File: config.mk
export PLATFORM = sky130hd
export DESIGN_NAME = trapezoidal_svf_oversampled_core
export DESIGN_NICKNAME = d
export VERILOG_FILES = /design/src/tsvf_pkg.sv /design/src/tsvf_cfg.sv /design/src/tsvf_mac.sv /design/src/tsvf_seq.sv /design/src/trapezoidal_svf_oversampled_core.sv
export SDC_FILE = /design/constraint.sdc
export NUM_CORES = 2
export LEC_CHECK = 0
export ABC_AREA = 1
export BUFFER_PORTS_ARGS = -buffer_cell sky130_fd_sc_hd__clkbuf_2
export CORE_MARGIN = 2
export CORE_UTILIZATION = 40
export CTS_BUF_LIST = sky130_fd_sc_hd__clkbuf_4
export CTS_CLUSTER_DIAMETER = 200
export DETAILED_ROUTE_END_ITERATION = 10
export GPL_ROUTABILITY_DRIVEN = 0
export SYNTH_ARGS = -nofsm -noshare
export SYNTH_HDL_FRONTEND = slang
export SYNTH_SLANG_ARGS = --single-unit
File: constraint.sdc
create_clock -name clk_i -period 15.75 [get_ports clk_i]
set_input_delay 1.575 -clock clk_i [delete_from_list [all_inputs] [get_ports clk_i]]
set_output_delay 1.575 -clock clk_i [all_outputs]
set_load 0.02 [all_outputs]
File: src/tsvf_pkg.sv
// ----------------------------------------------------------------------------
// tsvf_pkg
// Shared widths, codes and the sequencer control word for the oversampled
// trapezoidal state variable filter.
// ----------------------------------------------------------------------------
package tsvf_pkg;

  localparam int SAMPLE_BITS = 24;
  localparam int OVERSAMPLE  = 2;

  localparam int STATE_W    = 32;
  localparam int COEF_W     = 18;
  localparam int MIX_W      = 24;
  localparam int COEF_FRAC  = 17;
  localparam int MIX_FRAC   = 16;
  localparam int CFG_IDX_W  = 3;
  localparam int CFG_DATA_W = (MIX_W > COEF_W) ? MIX_W : COEF_W;

  // multiplier operands: A carries states, the input sample, x - state and split
  // node values, B carries coefficients (zero extended) and mix weights
  localparam int OPA_W  = ((SAMPLE_BITS > STATE_W) ? SAMPLE_BITS : STATE_W) + 1;
  localparam int OPB_W  = ((MIX_W > COEF_W + 1) ? MIX_W : COEF_W + 1);
  localparam int PROD_W = OPA_W + OPB_W;

  // band and low node values, split in two halves for the mix multiplies
  localparam int V_W   = 36;
  localparam int LO_W  = 19;
  localparam int HI_W  = V_W - LO_W;
  localparam int UPD_W = V_W + 2;
  localparam int ACC_W = 64;

  localparam int PASS_W = (OVERSAMPLE > 1) ? $clog2(OVERSAMPLE) : 1;
  localparam int STEP_W = 4;

  // sequencer steps of one pass; the last pass runs on through the mix
  localparam logic [STEP_W-1:0] STEP_V3      = 4'd0;
  localparam logic [STEP_W-1:0] STEP_A2V3    = 4'd1;
  localparam logic [STEP_W-1:0] STEP_A2I1    = 4'd2;
  localparam logic [STEP_W-1:0] STEP_V1      = 4'd3;
  localparam logic [STEP_W-1:0] STEP_I1      = 4'd4;
  localparam logic [STEP_W-1:0] STEP_V2_RND  = 4'd5;
  localparam logic [STEP_W-1:0] STEP_V2_ADD  = 4'd6;
  localparam logic [STEP_W-1:0] STEP_I2      = 4'd7;
  localparam logic [STEP_W-1:0] STEP_MIX_LO  = 4'd8;
  localparam logic [STEP_W-1:0] STEP_MIX_ACC = 4'd9;
  localparam logic [STEP_W-1:0] STEP_Y       = 4'd10;

  typedef enum logic [1:0] {
    ST_IDLE,
    ST_RUN,
    ST_OUT
  } state_e;

  typedef enum logic [CFG_IDX_W-1:0] {
    REG_COEF_A1   = 3'd0,
    REG_COEF_A2   = 3'd1,
    REG_COEF_A3   = 3'd2,
    REG_MIX_INPUT = 3'd3,
    REG_MIX_BAND  = 3'd4,
    REG_MIX_LOW   = 3'd5
  } cfg_reg_e;

  typedef enum logic [2:0] {
    OPA_I1,
    OPA_V3,
    OPA_X,
    OPA_V1_HI,
    OPA_V1_LO,
    OPA_V2_HI,
    OPA_V2_LO
  } opa_e;

  typedef enum logic [2:0] {
    OPB_A1,
    OPB_A2,
    OPB_A3,
    OPB_MIX_IN,
    OPB_MIX_BAND,
    OPB_MIX_LOW
  } opb_e;

  typedef enum logic [1:0] {
    ACC_HOLD,
    ACC_LOAD,
    ACC_ADD,
    ACC_ADD_HI
  } acc_e;

  typedef struct packed {
    opa_e opa;
    opb_e opb;
    acc_e acc_op;
    logic v3_wr;
    logic v1_wr;
    logic v2_rnd_wr;
    logic v2_add_wr;
    logic i1_wr;
    logic i2_wr;
    logic y_wr;
  } ctl_t;

endpackage

File: src/tsvf_cfg.sv
// ----------------------------------------------------------------------------
// tsvf_cfg
// Coefficient and mix weight registers with their write decode.
// ----------------------------------------------------------------------------
module tsvf_cfg
  import tsvf_pkg::*;
(
  input  logic                          clk_i,
  input  logic                          rst_ni,
  input  logic                          cfg_valid_i,
  output logic                          cfg_ready_o,
  input  logic [CFG_IDX_W-1:0]          cfg_index_i,
  input  logic [CFG_DATA_W-1:0]         cfg_data_i,
  output logic [COEF_W-1:0]             coef_a1_o,
  output logic [COEF_W-1:0]             coef_a2_o,
  output logic [COEF_W-1:0]             coef_a3_o,
  output logic signed [MIX_W-1:0]       mix_input_o,
  output logic signed [MIX_W-1:0]       mix_band_o,
  output logic signed [MIX_W-1:0]       mix_low_o
);

  logic [COEF_W-1:0]       coef_a1_q, coef_a1_d;
  logic [COEF_W-1:0]       coef_a2_q, coef_a2_d;
  logic [COEF_W-1:0]       coef_a3_q, coef_a3_d;
  logic signed [MIX_W-1:0] mix_input_q, mix_input_d;
  logic signed [MIX_W-1:0] mix_band_q, mix_band_d;
  logic signed [MIX_W-1:0] mix_low_q, mix_low_d;

  assign cfg_ready_o = 1'b1;

  always_comb begin
    coef_a1_d   = coef_a1_q;
    coef_a2_d   = coef_a2_q;
    coef_a3_d   = coef_a3_q;
    mix_input_d = mix_input_q;
    mix_band_d  = mix_band_q;
    mix_low_d   = mix_low_q;
    if (cfg_valid_i) begin
      // drop writes beyond the last register
      unique case (cfg_index_i)
        REG_COEF_A1:   coef_a1_d   = cfg_data_i[COEF_W-1:0];
        REG_COEF_A2:   coef_a2_d   = cfg_data_i[COEF_W-1:0];
        REG_COEF_A3:   coef_a3_d   = cfg_data_i[COEF_W-1:0];
        REG_MIX_INPUT: mix_input_d = cfg_data_i[MIX_W-1:0];
        REG_MIX_BAND:  mix_band_d  = cfg_data_i[MIX_W-1:0];
        REG_MIX_LOW:   mix_low_d   = cfg_data_i[MIX_W-1:0];
        default: ;
      endcase
    end
  end

  always_ff @(posedge clk_i or negedge rst_ni) begin
    if (!rst_ni) begin
      coef_a1_q   <= COEF_W'(1 << COEF_FRAC);
      coef_a2_q   <= '0;
      coef_a3_q   <= '0;
      mix_input_q <= '0;
      mix_band_q  <= '0;
      mix_low_q   <= MIX_W'(1 << MIX_FRAC);
    end else begin
      coef_a1_q   <= coef_a1_d;
      coef_a2_q   <= coef_a2_d;
      coef_a3_q   <= coef_a3_d;
      mix_input_q <= mix_input_d;
      mix_band_q  <= mix_band_d;
      mix_low_q   <= mix_low_d;
    end
  end

  assign coef_a1_o   = coef_a1_q;
  assign coef_a2_o   = coef_a2_q;
  assign coef_a3_o   = coef_a3_q;
  assign mix_input_o = mix_input_q;
  assign mix_band_o  = mix_band_q;
  assign mix_low_o   = mix_low_q;

endmodule

File: src/tsvf_mac.sv
// ----------------------------------------------------------------------------
// tsvf_mac
// Shared multiply-accumulate unit: registered product, then accumulate.
// ----------------------------------------------------------------------------
module tsvf_mac
  import tsvf_pkg::*;
(
  input  logic                     clk_i,
  input  acc_e                     acc_op_i,
  input  logic signed [OPA_W-1:0]  opa_i,
  input  logic signed [OPB_W-1:0]  opb_i,
  output logic signed [ACC_W-1:0]  acc_o
);

  logic signed [PROD_W-1:0] prod_q, prod_d;
  logic signed [ACC_W-1:0]  acc_q, acc_d;
  logic signed [ACC_W-1:0]  prod_ext;

  assign prod_d   = opa_i * opb_i;
  assign prod_ext = ACC_W'(prod_q);

  always_comb begin
    case (acc_op_i)
      ACC_LOAD:   acc_d = prod_ext;
      ACC_ADD:    acc_d = acc_q + prod_ext;
      // upper half of a split node value weighs 2^LO_W
      ACC_ADD_HI: acc_d = acc_q + (prod_ext <<< LO_W);
      default:    acc_d = acc_q;
    endcase
  end

  always_ff @(posedge clk_i) begin
    prod_q <= prod_d;
    acc_q  <= acc_d;
  end

  assign acc_o = acc_q;

endmodule

File: src/tsvf_seq.sv
// ----------------------------------------------------------------------------
// tsvf_seq
// Step sequencer: walks the passes of one word and issues the control word
// for the shared multiply-accumulate unit and the datapath registers.
// ----------------------------------------------------------------------------
module tsvf_seq
  import tsvf_pkg::*;
(
  input  logic clk_i,
  input  logic rst_ni,
  input  logic in_valid_i,
  output logic in_ready_o,
  output logic out_valid_o,
  input  logic out_ready_i,
  output ctl_t ctl_o
);

  state_e            state_q, state_d;
  logic [STEP_W-1:0] step_q, step_d;
  logic [PASS_W-1:0] pass_q, pass_d;
  logic              last_pass;

  assign last_pass = (pass_q == PASS_W'(OVERSAMPLE - 1));

  // next state
  always_comb begin
    state_d = state_q;
    step_d  = step_q;
    pass_d  = pass_q;
    unique case (state_q)
      ST_IDLE: begin
        if (in_valid_i) begin
          state_d = ST_RUN;
          step_d  = STEP_V3;
          pass_d  = '0;
        end
      end
      ST_RUN: begin
        if (last_pass && step_q == STEP_Y) begin
          state_d = ST_OUT;
        end else if (!last_pass && step_q == STEP_I2) begin
          // earlier passes end once both states are updated
          step_d = STEP_V3;
          pass_d = pass_q + PASS_W'(1);
        end else begin
          step_d = step_q + STEP_W'(1);
        end
      end
      ST_OUT: begin
        if (out_ready_i) begin
          state_d = ST_IDLE;
        end
      end
      default: state_d = ST_IDLE;
    endcase
  end

  // outputs
  always_comb begin
    in_ready_o  = (state_q == ST_IDLE);
    out_valid_o = (state_q == ST_OUT);
    ctl_o.opa       = OPA_I1;
    ctl_o.opb       = OPB_A1;
    ctl_o.acc_op    = ACC_HOLD;
    ctl_o.v3_wr     = 1'b0;
    ctl_o.v1_wr     = 1'b0;
    ctl_o.v2_rnd_wr = 1'b0;
    ctl_o.v2_add_wr = 1'b0;
    ctl_o.i1_wr     = 1'b0;
    ctl_o.i2_wr     = 1'b0;
    ctl_o.y_wr      = 1'b0;
    if (state_q == ST_RUN) begin
      unique case (step_q)
        STEP_V3: begin
          ctl_o.opa   = OPA_I1;
          ctl_o.opb   = OPB_A1;
          ctl_o.v3_wr = 1'b1;
        end
        STEP_A2V3: begin
          ctl_o.opa    = OPA_V3;
          ctl_o.opb    = OPB_A2;
          ctl_o.acc_op = ACC_LOAD;
        end
        STEP_A2I1: begin
          ctl_o.opa    = OPA_I1;
          ctl_o.opb    = OPB_A2;
          ctl_o.acc_op = ACC_ADD;
        end
        STEP_V1: begin
          ctl_o.opa    = OPA_V3;
          ctl_o.opb    = OPB_A3;
          ctl_o.acc_op = ACC_LOAD;
          ctl_o.v1_wr  = 1'b1;
        end
        STEP_I1: begin
          ctl_o.opa    = OPA_X;
          ctl_o.opb    = OPB_MIX_IN;
          ctl_o.acc_op = ACC_ADD;
          ctl_o.i1_wr  = 1'b1;
        end
        STEP_V2_RND: begin
          ctl_o.opa       = OPA_V1_HI;
          ctl_o.opb       = OPB_MIX_BAND;
          ctl_o.acc_op    = ACC_LOAD;
          ctl_o.v2_rnd_wr = 1'b1;
        end
        STEP_V2_ADD: begin
          ctl_o.opa       = OPA_V1_LO;
          ctl_o.opb       = OPB_MIX_BAND;
          ctl_o.acc_op    = ACC_ADD_HI;
          ctl_o.v2_add_wr = 1'b1;
        end
        STEP_I2: begin
          ctl_o.opa    = OPA_V2_HI;
          ctl_o.opb    = OPB_MIX_LOW;
          ctl_o.acc_op = ACC_ADD;
          ctl_o.i2_wr  = 1'b1;
        end
        STEP_MIX_LO: begin
          ctl_o.opa    = OPA_V2_LO;
          ctl_o.opb    = OPB_MIX_LOW;
          ctl_o.acc_op = ACC_ADD_HI;
        end
        STEP_MIX_ACC: begin
          ctl_o.acc_op = ACC_ADD;
        end
        STEP_Y: begin
          ctl_o.y_wr = 1'b1;
        end
        default: ;
      endcase
    end
  end

  always_ff @(posedge clk_i or negedge rst_ni) begin
    if (!rst_ni) begin
      state_q <= ST_IDLE;
      step_q  <= STEP_V3;
      pass_q  <= '0;
    end else begin
      state_q <= state_d;
      step_q  <= step_d;
      pass_q  <= pass_d;
    end
  end

`ifndef NO_ASSERTIONS
  a_pass_bound: assert property (@(posedge clk_i) disable iff (!rst_ni)
    pass_q <= PASS_W'(OVERSAMPLE - 1))
    else $error("pass counter beyond last pass");

  a_step_bound: assert property (@(posedge clk_i) disable iff (!rst_ni)
    state_q == ST_RUN |-> step_q <= STEP_Y)
    else $error("step counter beyond final step");

  a_y_to_out: assert property (@(posedge clk_i) disable iff (!rst_ni)
    (state_q == ST_RUN && step_q == STEP_Y) |=> out_valid_o)
    else $error("result not presented after final step");
`endif

endmodule

File: src/trapezoidal_svf_oversampled_core.sv
// ----------------------------------------------------------------------------
// trapezoidal_svf_oversampled_core
// Two-pass trapezoidal state variable filter on a shared multiplier.
// ----------------------------------------------------------------------------
// A word is accepted in the idle state and then runs OVERSAMPLE passes. Each
// pass issues its multiplies one per cycle through the single 33 x 24 bit
// multiply-accumulate unit (8 steps for an early pass, 11 for the last, which
// also forms the output mix); the result is then held until it is taken.
// The block takes one word at a time: in_ready_o is high only while no word
// is being filtered or waiting on the output. Coefficients are to be written
// through the cfg port only while the block is idle; the block itself does
// not enforce this.
module trapezoidal_svf_oversampled_core
  import tsvf_pkg::*;
(
  input  logic                          clk_i,
  input  logic                          rst_ni,
  input  logic                          cfg_valid_i,
  output logic                          cfg_ready_o,
  input  logic [CFG_IDX_W-1:0]          cfg_index_i,
  input  logic [CFG_DATA_W-1:0]         cfg_data_i,
  input  logic                          in_valid_i,
  output logic                          in_ready_o,
  input  logic signed [SAMPLE_BITS-1:0] sample_in_i,
  output logic                          out_valid_o,
  input  logic                          out_ready_i,
  output logic signed [SAMPLE_BITS-1:0] sample_out_o,
  output logic                          clipped_o
);

  localparam logic signed [UPD_W-1:0] ST_HI =
    (UPD_W'(1) <<< (STATE_W - 1)) - UPD_W'(1);
  localparam logic signed [UPD_W-1:0] ST_LO = -ST_HI - UPD_W'(1);
  localparam logic signed [ACC_W-1:0] Y_HI =
    (ACC_W'(1) <<< (SAMPLE_BITS - 1)) - ACC_W'(1);
  localparam logic signed [ACC_W-1:0] Y_LO = -Y_HI - ACC_W'(1);

  ctl_t ctl;

  logic [COEF_W-1:0]       coef_a1, coef_a2, coef_a3;
  logic signed [MIX_W-1:0] mix_input, mix_band, mix_low;

  logic signed [OPA_W-1:0] opa;
  logic signed [OPB_W-1:0] opb;
  logic signed [ACC_W-1:0] acc;

  logic signed [SAMPLE_BITS-1:0] x_q;
  logic signed [OPA_W-1:0]       v3_q;
  logic signed [V_W-1:0]         v1_q, v2_q;
  logic signed [STATE_W-1:0]     i1_q, i2_q;
  logic                          hit_q;
  logic signed [SAMPLE_BITS-1:0] sample_out_q;
  logic                          clipped_q;

  logic                          in_accept;
  logic signed [ACC_W-1:0]       coef_rnd_sum, coef_rnd;
  logic signed [V_W-1:0]         v_rnd;
  logic signed [UPD_W-1:0]       upd_v, upd_s, upd;
  logic signed [STATE_W-1:0]     upd_sat;
  logic                          upd_hit;
  logic signed [ACC_W-1:0]       y_rnd_sum, y_full;
  logic signed [SAMPLE_BITS-1:0] y_sat;
  logic                          y_hit;

  tsvf_cfg u_cfg (
    .clk_i       (clk_i),
    .rst_ni      (rst_ni),
    .cfg_valid_i (cfg_valid_i),
    .cfg_ready_o (cfg_ready_o),
    .cfg_index_i (cfg_index_i),
    .cfg_data_i  (cfg_data_i),
    .coef_a1_o   (coef_a1),
    .coef_a2_o   (coef_a2),
    .coef_a3_o   (coef_a3),
    .mix_input_o (mix_input),
    .mix_band_o  (mix_band),
    .mix_low_o   (mix_low)
  );

  tsvf_seq u_seq (
    .clk_i       (clk_i),
    .rst_ni      (rst_ni),
    .in_valid_i  (in_valid_i),
    .in_ready_o  (in_ready_o),
    .out_valid_o (out_valid_o),
    .out_ready_i (out_ready_i),
    .ctl_o       (ctl)
  );

  tsvf_mac u_mac (
    .clk_i    (clk_i),
    .acc_op_i (ctl.acc_op),
    .opa_i    (opa),
    .opb_i    (opb),
    .acc_o    (acc)
  );

  assign in_accept = in_valid_i && in_ready_o;

  // operand select for the shared multiplier
  always_comb begin
    case (ctl.opa)
      OPA_I1:    opa = OPA_W'(i1_q);
      OPA_V3:    opa = v3_q;
      OPA_X:     opa = OPA_W'(x_q);
      OPA_V1_HI: opa = OPA_W'($signed(v1_q[V_W-1:LO_W]));
      OPA_V1_LO: opa = OPA_W'(v1_q[LO_W-1:0]);
      OPA_V2_HI: opa = OPA_W'($signed(v2_q[V_W-1:LO_W]));
      OPA_V2_LO: opa = OPA_W'(v2_q[LO_W-1:0]);
      default:   opa = '0;
    endcase
  end

  always_comb begin
    case (ctl.opb)
      OPB_A1:       opb = OPB_W'(coef_a1);
      OPB_A2:       opb = OPB_W'(coef_a2);
      OPB_A3:       opb = OPB_W'(coef_a3);
      OPB_MIX_IN:   opb = OPB_W'(mix_input);
      OPB_MIX_BAND: opb = OPB_W'(mix_band);
      OPB_MIX_LOW:  opb = OPB_W'(mix_low);
      default:      opb = '0;
    endcase
  end

  // round half up on the coefficient fraction
  assign coef_rnd_sum = acc + (ACC_W'(1) <<< (COEF_FRAC - 1));
  assign coef_rnd     = coef_rnd_sum >>> COEF_FRAC;
  assign v_rnd        = coef_rnd[V_W-1:0];

  // one saturating state update, shared by both integrators
  always_comb begin
    if (ctl.i2_wr) begin
      upd_v = UPD_W'(v2_q);
      upd_s = UPD_W'(i2_q);
    end else begin
      upd_v = UPD_W'(v1_q);
      upd_s = UPD_W'(i1_q);
    end
    upd = (upd_v <<< 1) - upd_s;
    if (upd > ST_HI) begin
      upd_sat = ST_HI[STATE_W-1:0];
      upd_hit = 1'b1;
    end else if (upd < ST_LO) begin
      upd_sat = ST_LO[STATE_W-1:0];
      upd_hit = 1'b1;
    end else begin
      upd_sat = upd[STATE_W-1:0];
      upd_hit = 1'b0;
    end
  end

  assign y_rnd_sum = acc + (ACC_W'(1) <<< (MIX_FRAC - 1));
  assign y_full    = y_rnd_sum >>> MIX_FRAC;

  always_comb begin
    if (y_full > Y_HI) begin
      y_sat = Y_HI[SAMPLE_BITS-1:0];
      y_hit = 1'b1;
    end else if (y_full < Y_LO) begin
      y_sat = Y_LO[SAMPLE_BITS-1:0];
      y_hit = 1'b1;
    end else begin
      y_sat = y_full[SAMPLE_BITS-1:0];
      y_hit = 1'b0;
    end
  end

  // datapath payload
  always_ff @(posedge clk_i) begin
    if (in_accept) begin
      x_q <= sample_in_i;
    end
    if (ctl.v3_wr) begin
      v3_q <= OPA_W'(x_q) - OPA_W'(i2_q);
    end
    if (ctl.v1_wr) begin
      v1_q <= v_rnd;
    end
    if (ctl.v2_rnd_wr) begin
      v2_q <= v_rnd;
    end else if (ctl.v2_add_wr) begin
      v2_q <= v2_q + V_W'(i2_q);
    end
    if (ctl.y_wr) begin
      sample_out_q <= y_sat;
      clipped_q    <= hit_q || y_hit;
    end
  end

  // integrator states and the clip flag
  always_ff @(posedge clk_i or negedge rst_ni) begin
    if (!rst_ni) begin
      i1_q  <= '0;
      i2_q  <= '0;
      hit_q <= 1'b0;
    end else begin
      if (ctl.i1_wr) begin
        i1_q <= upd_sat;
      end
      if (ctl.i2_wr) begin
        i2_q <= upd_sat;
      end
      if (in_accept) begin
        hit_q <= 1'b0;
      end else if ((ctl.i1_wr || ctl.i2_wr) && upd_hit) begin
        hit_q <= 1'b1;
      end
    end
  end

  assign sample_out_o = sample_out_q;
  assign clipped_o    = clipped_q;

`ifndef NO_ASSERTIONS
  a_one_side: assert property (@(posedge clk_i) disable iff (!rst_ni)
    !(in_ready_o && out_valid_o))
    else $error("input ready while a result is pending");

  a_busy_after_accept: assert property (@(posedge clk_i) disable iff (!rst_ni)
    in_accept |=> !in_ready_o)
    else $error("ready right after accepting a word");

  a_single_state_write: assert property (@(posedge clk_i) disable iff (!rst_ni)
    !(ctl.i1_wr && ctl.i2_wr))
    else $error("both integrators written through the shared saturator");
`endif

endmodule
; Word level (Yosys, flattened, before mapping)
; Index checks and enable logic that the tools add are counted.
[word_totals]
elab_cells = 136
inputBits = 56
regBits = 473
output_inout_bits = 28
[op_classes]
eq_ne = 36
mux = 38
multipliers = 1
reduce_logical = 28
magnitude_cmp = 4
n_addsub = 9
[op_table]
columns = op, count
row1 = case mux 33 bit (7 select lines), 1
row2 = case mux 64 bit (3 select lines), 1
row3 = case mux 24 bit (6 select lines), 1
row4 = two-way mux 36 bit, 2
row5 = adder 64 x 17 -> 64 bit (second input constant), 1
row6 = adder 64 x 57 -> 64 bit, 1
row7 = adder 64 bit, 1
row8 = two-way mux 32 bit, 2
row9 = multiplier 33 x 24 -> 57 bit, 1
row10 = adder 53 x 18 -> 53 bit (second input constant), 1
row11 = > comparator 48 x 24 -> 1 bit (second input constant), 1
row12 = < comparator 48 x 24 -> 1 bit (second input constant), 1
row13 = case mux 6 bit (8 select lines), 1
row14 = > comparator 38 x 32 -> 1 bit (second input constant), 1
row15 = < comparator 38 x 32 -> 1 bit (second input constant), 1
row16 = two-way mux 38 bit, 1
row17 = subtractor 38 bit, 1
row18 = two-way mux 37 bit, 1
row19 = adder 36 x 32 -> 36 bit, 1
row20 = subtractor 24 x 32 -> 33 bit, 1
row21 = two-way mux 24 bit, 1
row22 = equality test 3 bit (second input constant), 7
row23 = equality test 3 x 2 -> 1 bit (second input constant), 6
row24 = equality test 4 x 3 -> 1 bit (second input constant), 4
row25 = 31 further kinds, 76

; Longest topological paths before layout
[depth]
word_depth = 12
mapped_depth = 47

; Hierarchy
; Synthesis repeated with hierarchy kept, for this count alone.
[hier_totals]
cells_unflattened = 9496
hier_area_um2 = 67203.2
[modules_own_cells]
columns = mod, area_each_um2, cells_per_inst, seq_area_each_um2, n_inst
row1 = tsvf_mac, 43051.3, 6185, 3062.9, 1
row2 = trapezoidal_svf_oversampled_core, 18626.6, 2663, 6251.0, 1
row3 = tsvf_cfg, 4916.0, 556, 3155.5, 1
row4 = tsvf_seq, 609.3, 92, 175.2, 1

; Worst setup path before layout
; OpenSTA, ideal clock, no wires.
[synth_timing]
path_type = reg-to-reg
startpoint = register u_seq.step_q[0]
endpoint = register u_mac.prod_q[54]
path_slack_ns = 7.324
period_less_slack_ns = 8.426
path_stages_with_launch = 39
n_path_buf = 2
setup_ns = 0.072
required_time_ns = 15.678
t_arrival_ns = 8.354
path_cell_list = dfrtp_1 inv_1 ha_1 nand3_1 nand2_1 inv_2 nand2_2 nand2_4 nand2_4 inv_4 nor3_4 buf_2 nand2_1 and3_1 inv_1 buf_2 nand2_1 fa_1 [3 not listed] fa_1 inv_1 fa_1 fa_1 fa_1 inv_1 fa_1 inv_1 ha_1 nand2_1 nor2_1 inv_1 nor4_1 nand3_1 nand3_1 nand2_1 nand2_1 xor2_1
[synth_via]
elab_chain_cells = 6
elab_cells_between_ends = 26
[synth_lines]
columns = element, line
row1 = "start, declared", tsvf_seq.sv:19  ; logic [STEP_W-1:0] step_q, step_d;
row2 = "start signal, assigned", tsvf_seq.sv:142  ; step_q <= step_d;
row3 = "equality test 4 bit, or another cell as far along", tsvf_seq.sv:73  ; unique case (step_q)
row4 = case mux 6 bit (8 select lines) *, tsvf_seq.sv:73
row5 = two-way mux 15 bit *, tsvf_seq.sv:72  ; if (state_q == ST_RUN) begin
row6 = "equality test 3 bit, or another cell as far along", trapezoidal_svf_oversampled_core.sv:102  ; case (ctl.opa)
row7 = case mux 33 bit (7 select lines) / case mux 24 bit (6 select lines) (equally long branches), "trapezoidal_svf_oversampled_core.sv:102, trapezoidal_svf_oversampled_core.sv:115"
row8 = multiplier 33 x 24 -> 57 bit *, tsvf_mac.sv:19  ; assign prod_d = opa_i * opb_i;
row9 = named net u_mac.prod_d[54], tsvf_mac.sv:15  ; logic signed [PROD_W-1:0] prod_q, prod_d;
row10 = "end signal, assigned", tsvf_mac.sv:33  ; prod_q <= prod_d;
row11 = "end, declared", tsvf_mac.sv:15
; Mark *: on every way through the listed nets, which the timed path passes. The rest lies on a longest branch.
; A chain may end at the register's enable or synchronous reset.

; Worst setup path in the final report
[layout_timing]
startpoint = register u_seq.step_q[1]
endpoint = register u_mac.prod_q[54]
; Same word-level chain as after synthesis.

==> summary.md <==
| Metric | Value |
|---|---|
| Status | complete, no violations |
| Share of cells above drive strength 1 | under 10% |
| Worst hold slack | around 460 ps |
| Worst path required time | approximately 17000 ps |
| Inst Count DP | between 10k and 15k |
| Clk sinks | approximately 470 |
| Syn Std Cell Area | approximately 0.063 mm² |
| Slew Limit Fails | 0 |
| Syn-to-layout area delta | 6.81% |
| Non-Filler Instances | 10.4k |
| Setup bufs post-CTS | 0 |
| Area occupied by multi-input gates | 0.0433 mm² |
| Hold_buf cts | 0 |
| DP HPWL | around 180000 µm |
| Final Setup Violations | 0 |
| RSZ-0062 raised after global routing | false |
| Proportion of synthesized area in mux cells | 0% |
| Sequential area share after synthesis | roughly a fifth |
| Area of placed instances | 0.0657 mm² |
| Commonest cells after routing, fill and taps aside | nand2_1 (2077), inv_1 (1576), fa_1 (810), nor2_1 (671), o21ai_0 (469) |
| Filler instances | 16.1k |
| Final Cell Area | 0.0675 mm² |
| Flop and latch count out of synthesis | around 470 |
| Die Wd | 402 µm |
| Post-CTS Resized | 0 |
| Worst min path class | in2async |
| Initial Util | 40.4% |
| Met3 global-route usage | 5.95% |
| Worst slew pin tran | ~1200 ps |
| Clock root cell | clkbuf_4 |
| Met2 GRT Util | 44.0% |
| Critical Path Fanout Max | 48 |
| Leading cell type in the layout, fill and taps excluded | nand2_1 |
| TritonCTS clock tree | built |
| MaxCap Viol Count | 0 |
| EDFF count, synth | 218 |
| Fin nets | 9504 |
| Avg Cell Area, Syn | 7.71 µm² |
| Num CTS Buffers | 135 |
| Placeable Area | 0.157 mm² |
| Clock Pin Slew Worst Setup and Hold Paths | 80 ps |
| Simple-gate share of the synthesized area | 21.4% |
| Worst-skew pair later-pin latency | 1140 ps |
| Met1 GRT Util | between 30% and 40% |
| Setup CP Type | reg2reg |
| Largest family of logic cells by synthesized area | adder cells |
| Reg area | 0.0126 mm² |
| Most used routing layer | met2 |
| Initial antenna violation count | 9 |
| Routed Antenna Nets | 0 |
| Die H | 402 µm |
| Vias in the first global route | 56.2k |
| CP startpoint kind | register |
| Std-Cell Rows | around 150 |
| Routed vias | 56.4k |
| Final period utilization | between 60% and 70% |
| Drt total wl | about 220000 µm |
| Final hold vios | 0 |
| Max_slew headroom | 21.9% |
| Critical Path Max Stage Delay | 870 ps |
| Max stage delay cell, worst path | fa_1 |
| Adder-Cell Fraction of Synth Area | around a third |
| IO buf count | 82 |
| Synth Net Count | 9440 |
| Top_reg_cell synth | edfxtp_1 |
| Netlist cell types | 70 |
| H-tree depth | 4 |
| Crit path DAT | 11790 ps |
| Clk_skew | 84.6 ps |
| Setup TNS | 0 ps |
| Via-per-instance ratio | 5.40 |
| Drt first pass iters | 8 |
| Complex-gate fraction of the synthesized area | 10.9% |
| Final min period | 10790 ps |
| Gr usage total | approximately 27% |
| Remaining Overflow, GRT | 0 |
| XOR/XNOR Fraction of Synth Area | between 3 and 4% |
| Largest net degree at the start of global routing | between 80 and 90 |
| Die area | 0.161 mm² |
| Ports | 84 |
| Deepest clock path buffer count | 3 |
| First-pass GRT wire length | 337000 µm |
| Synthesized instance count | around 8.2k |
| Synth warnings | 0 |
| DRC Markers | 0 |
| Critical Path Sink Type | register |
| DR iter-0 viols | 5535 |
| Avg WL per Cell | 21.2 µm |
| Ys async rst share | 41.9% |
| Fmax | 0.0927 GHz |
==> synthesized netlist by cell type (all sizes together), types with 15 or more instances <==
cell    number  share of area (%)
clkbuf      81               0.48
nand3      221                1.8
edfxtp     218                 10
dfxtp       57                1.8
a31oi       48               0.48
buf        146                1.3
o211ai      27               0.32
a32o        17               0.27
dfrtp      196                7.8
ha         371                7.3
a21boi      19               0.23
a221oi      19               0.30
o21bai      38               0.45
o21a        18               0.21
a22o        18               0.25
nor2       691                4.2
nand2     2097                 13
nand3b      15               0.18
inv       1631                9.7
xnor2       79                1.1
nor3        80               0.80
a21o        39               0.46
fa         810                 26
nand4       59               0.64
or2         46               0.46
nor4        32               0.57
o21ai      473                3.7
xor2       151                2.1
a21oi      417                3.3
==> cell families (layout without fill, tap and decap cells) <==
| logic type | count (synthesis) | count (layout) |
|---|---|---|
| other | 1 | 8 |
| flip-flops | 473 | 473 |
| adder cells (fa/ha/maj) | 1181 | 1181 |
| AND/OR/NAND/NOR | 3261 | 3261 |
| buffers and inverters | 1861 | 2029 |
| XOR/XNOR | 230 | 230 |
| AO/OA/AOI/OAI | 1196 | 1196 |
==> metal layers <==
layer	up-vias	routed length (µm)
met2	2627	102000
met3	578	20300
met1	27400	86300
li1	25700	-
met5	-	0
met4	0	13000
==> registers in the layout (all words and copies together) (netlist names), 24 cells and up <==
| name | cells |
|---|---|
| u_cfg.mix_band_o | 24 |
| i1_q | 32 |
| x_q | 24 |
| u_mac.acc_o | 64 |
| v2_q | 36 |
| v3_q | 33 |
| i2_q | 32 |
| u_cfg.mix_input_o | 24 |
| u_cfg.mix_low_o | 24 |
| v1_q | 36 |
| u_mac.prod_q | 57 |
| sample_out_o | 24 |
==> worst max-delay path: cells and delay by family (launching register included) <==
kind | cells | cell delay [ps]
AOI/OAI and AO/OA | 1 | 200
adders and majority gates | 9 | 4740
DFF | 1 | 400
xor gates and xnor gates | 1 | 180
buffers and inverters | 12 | 2900
and+or+nand+nor | 13 | 2180
==> metrics by stage <==
| step | setup slack, ps | util, % |
|---|---|---|
| floorplan | 7320 | - |
| global placement | 5310 | 41.9 |
| detailed placement | 5000 | 41.9 |
| CTS | 4940 | 43.1 |
| global route | 4140 | 43.1 |
| finish | 4960 | 43.1 |
==> final timing paths <==
check | from | to | slack, ps | cells after the start
worst max register to register | u_seq.step_q[1]$_DFFE_PN0P_ | u_mac.prod_q[54]$_DFF_P_ | 4960 | 36
max in group asynchronous | rst_ni | u_cfg.mix_band_o[17]$_DFFE_PN0P_ | 12930 | 3
worst max-delay path | u_seq.step_q[1]$_DFFE_PN0P_ | u_mac.prod_q[54]$_DFF_P_ | 4960 | 36
min in group clk_i | u_cfg.coef_a1_o[6]$_DFFE_PN0P_ | u_cfg.coef_a1_o[6]$_DFFE_PN0P_ | 480 | 2
worst min-delay path | rst_ni | i1_q[1]$_DFFE_PN0P_ | 460 | 1
worst min register to register | u_cfg.coef_a1_o[6]$_DFFE_PN0P_ | u_cfg.coef_a1_o[6]$_DFFE_PN0P_ | 480 | 2
==> cell type report <==
class	count	area share [%]
Clock buffer	199	2.21
Antenna cell	7	0.0259
Tap cell	2058	3.81
Inverter	1634	9.09
Sequential cell	473	18.7
Timing Repair Buffer	154	1.42
Clock inverter	42	0.508
Multi-Input combinational cell	5869	64.2
Power is not shown: default switching activity piles up to over one toggle a cycle in this logic, so the estimate is an artifact.
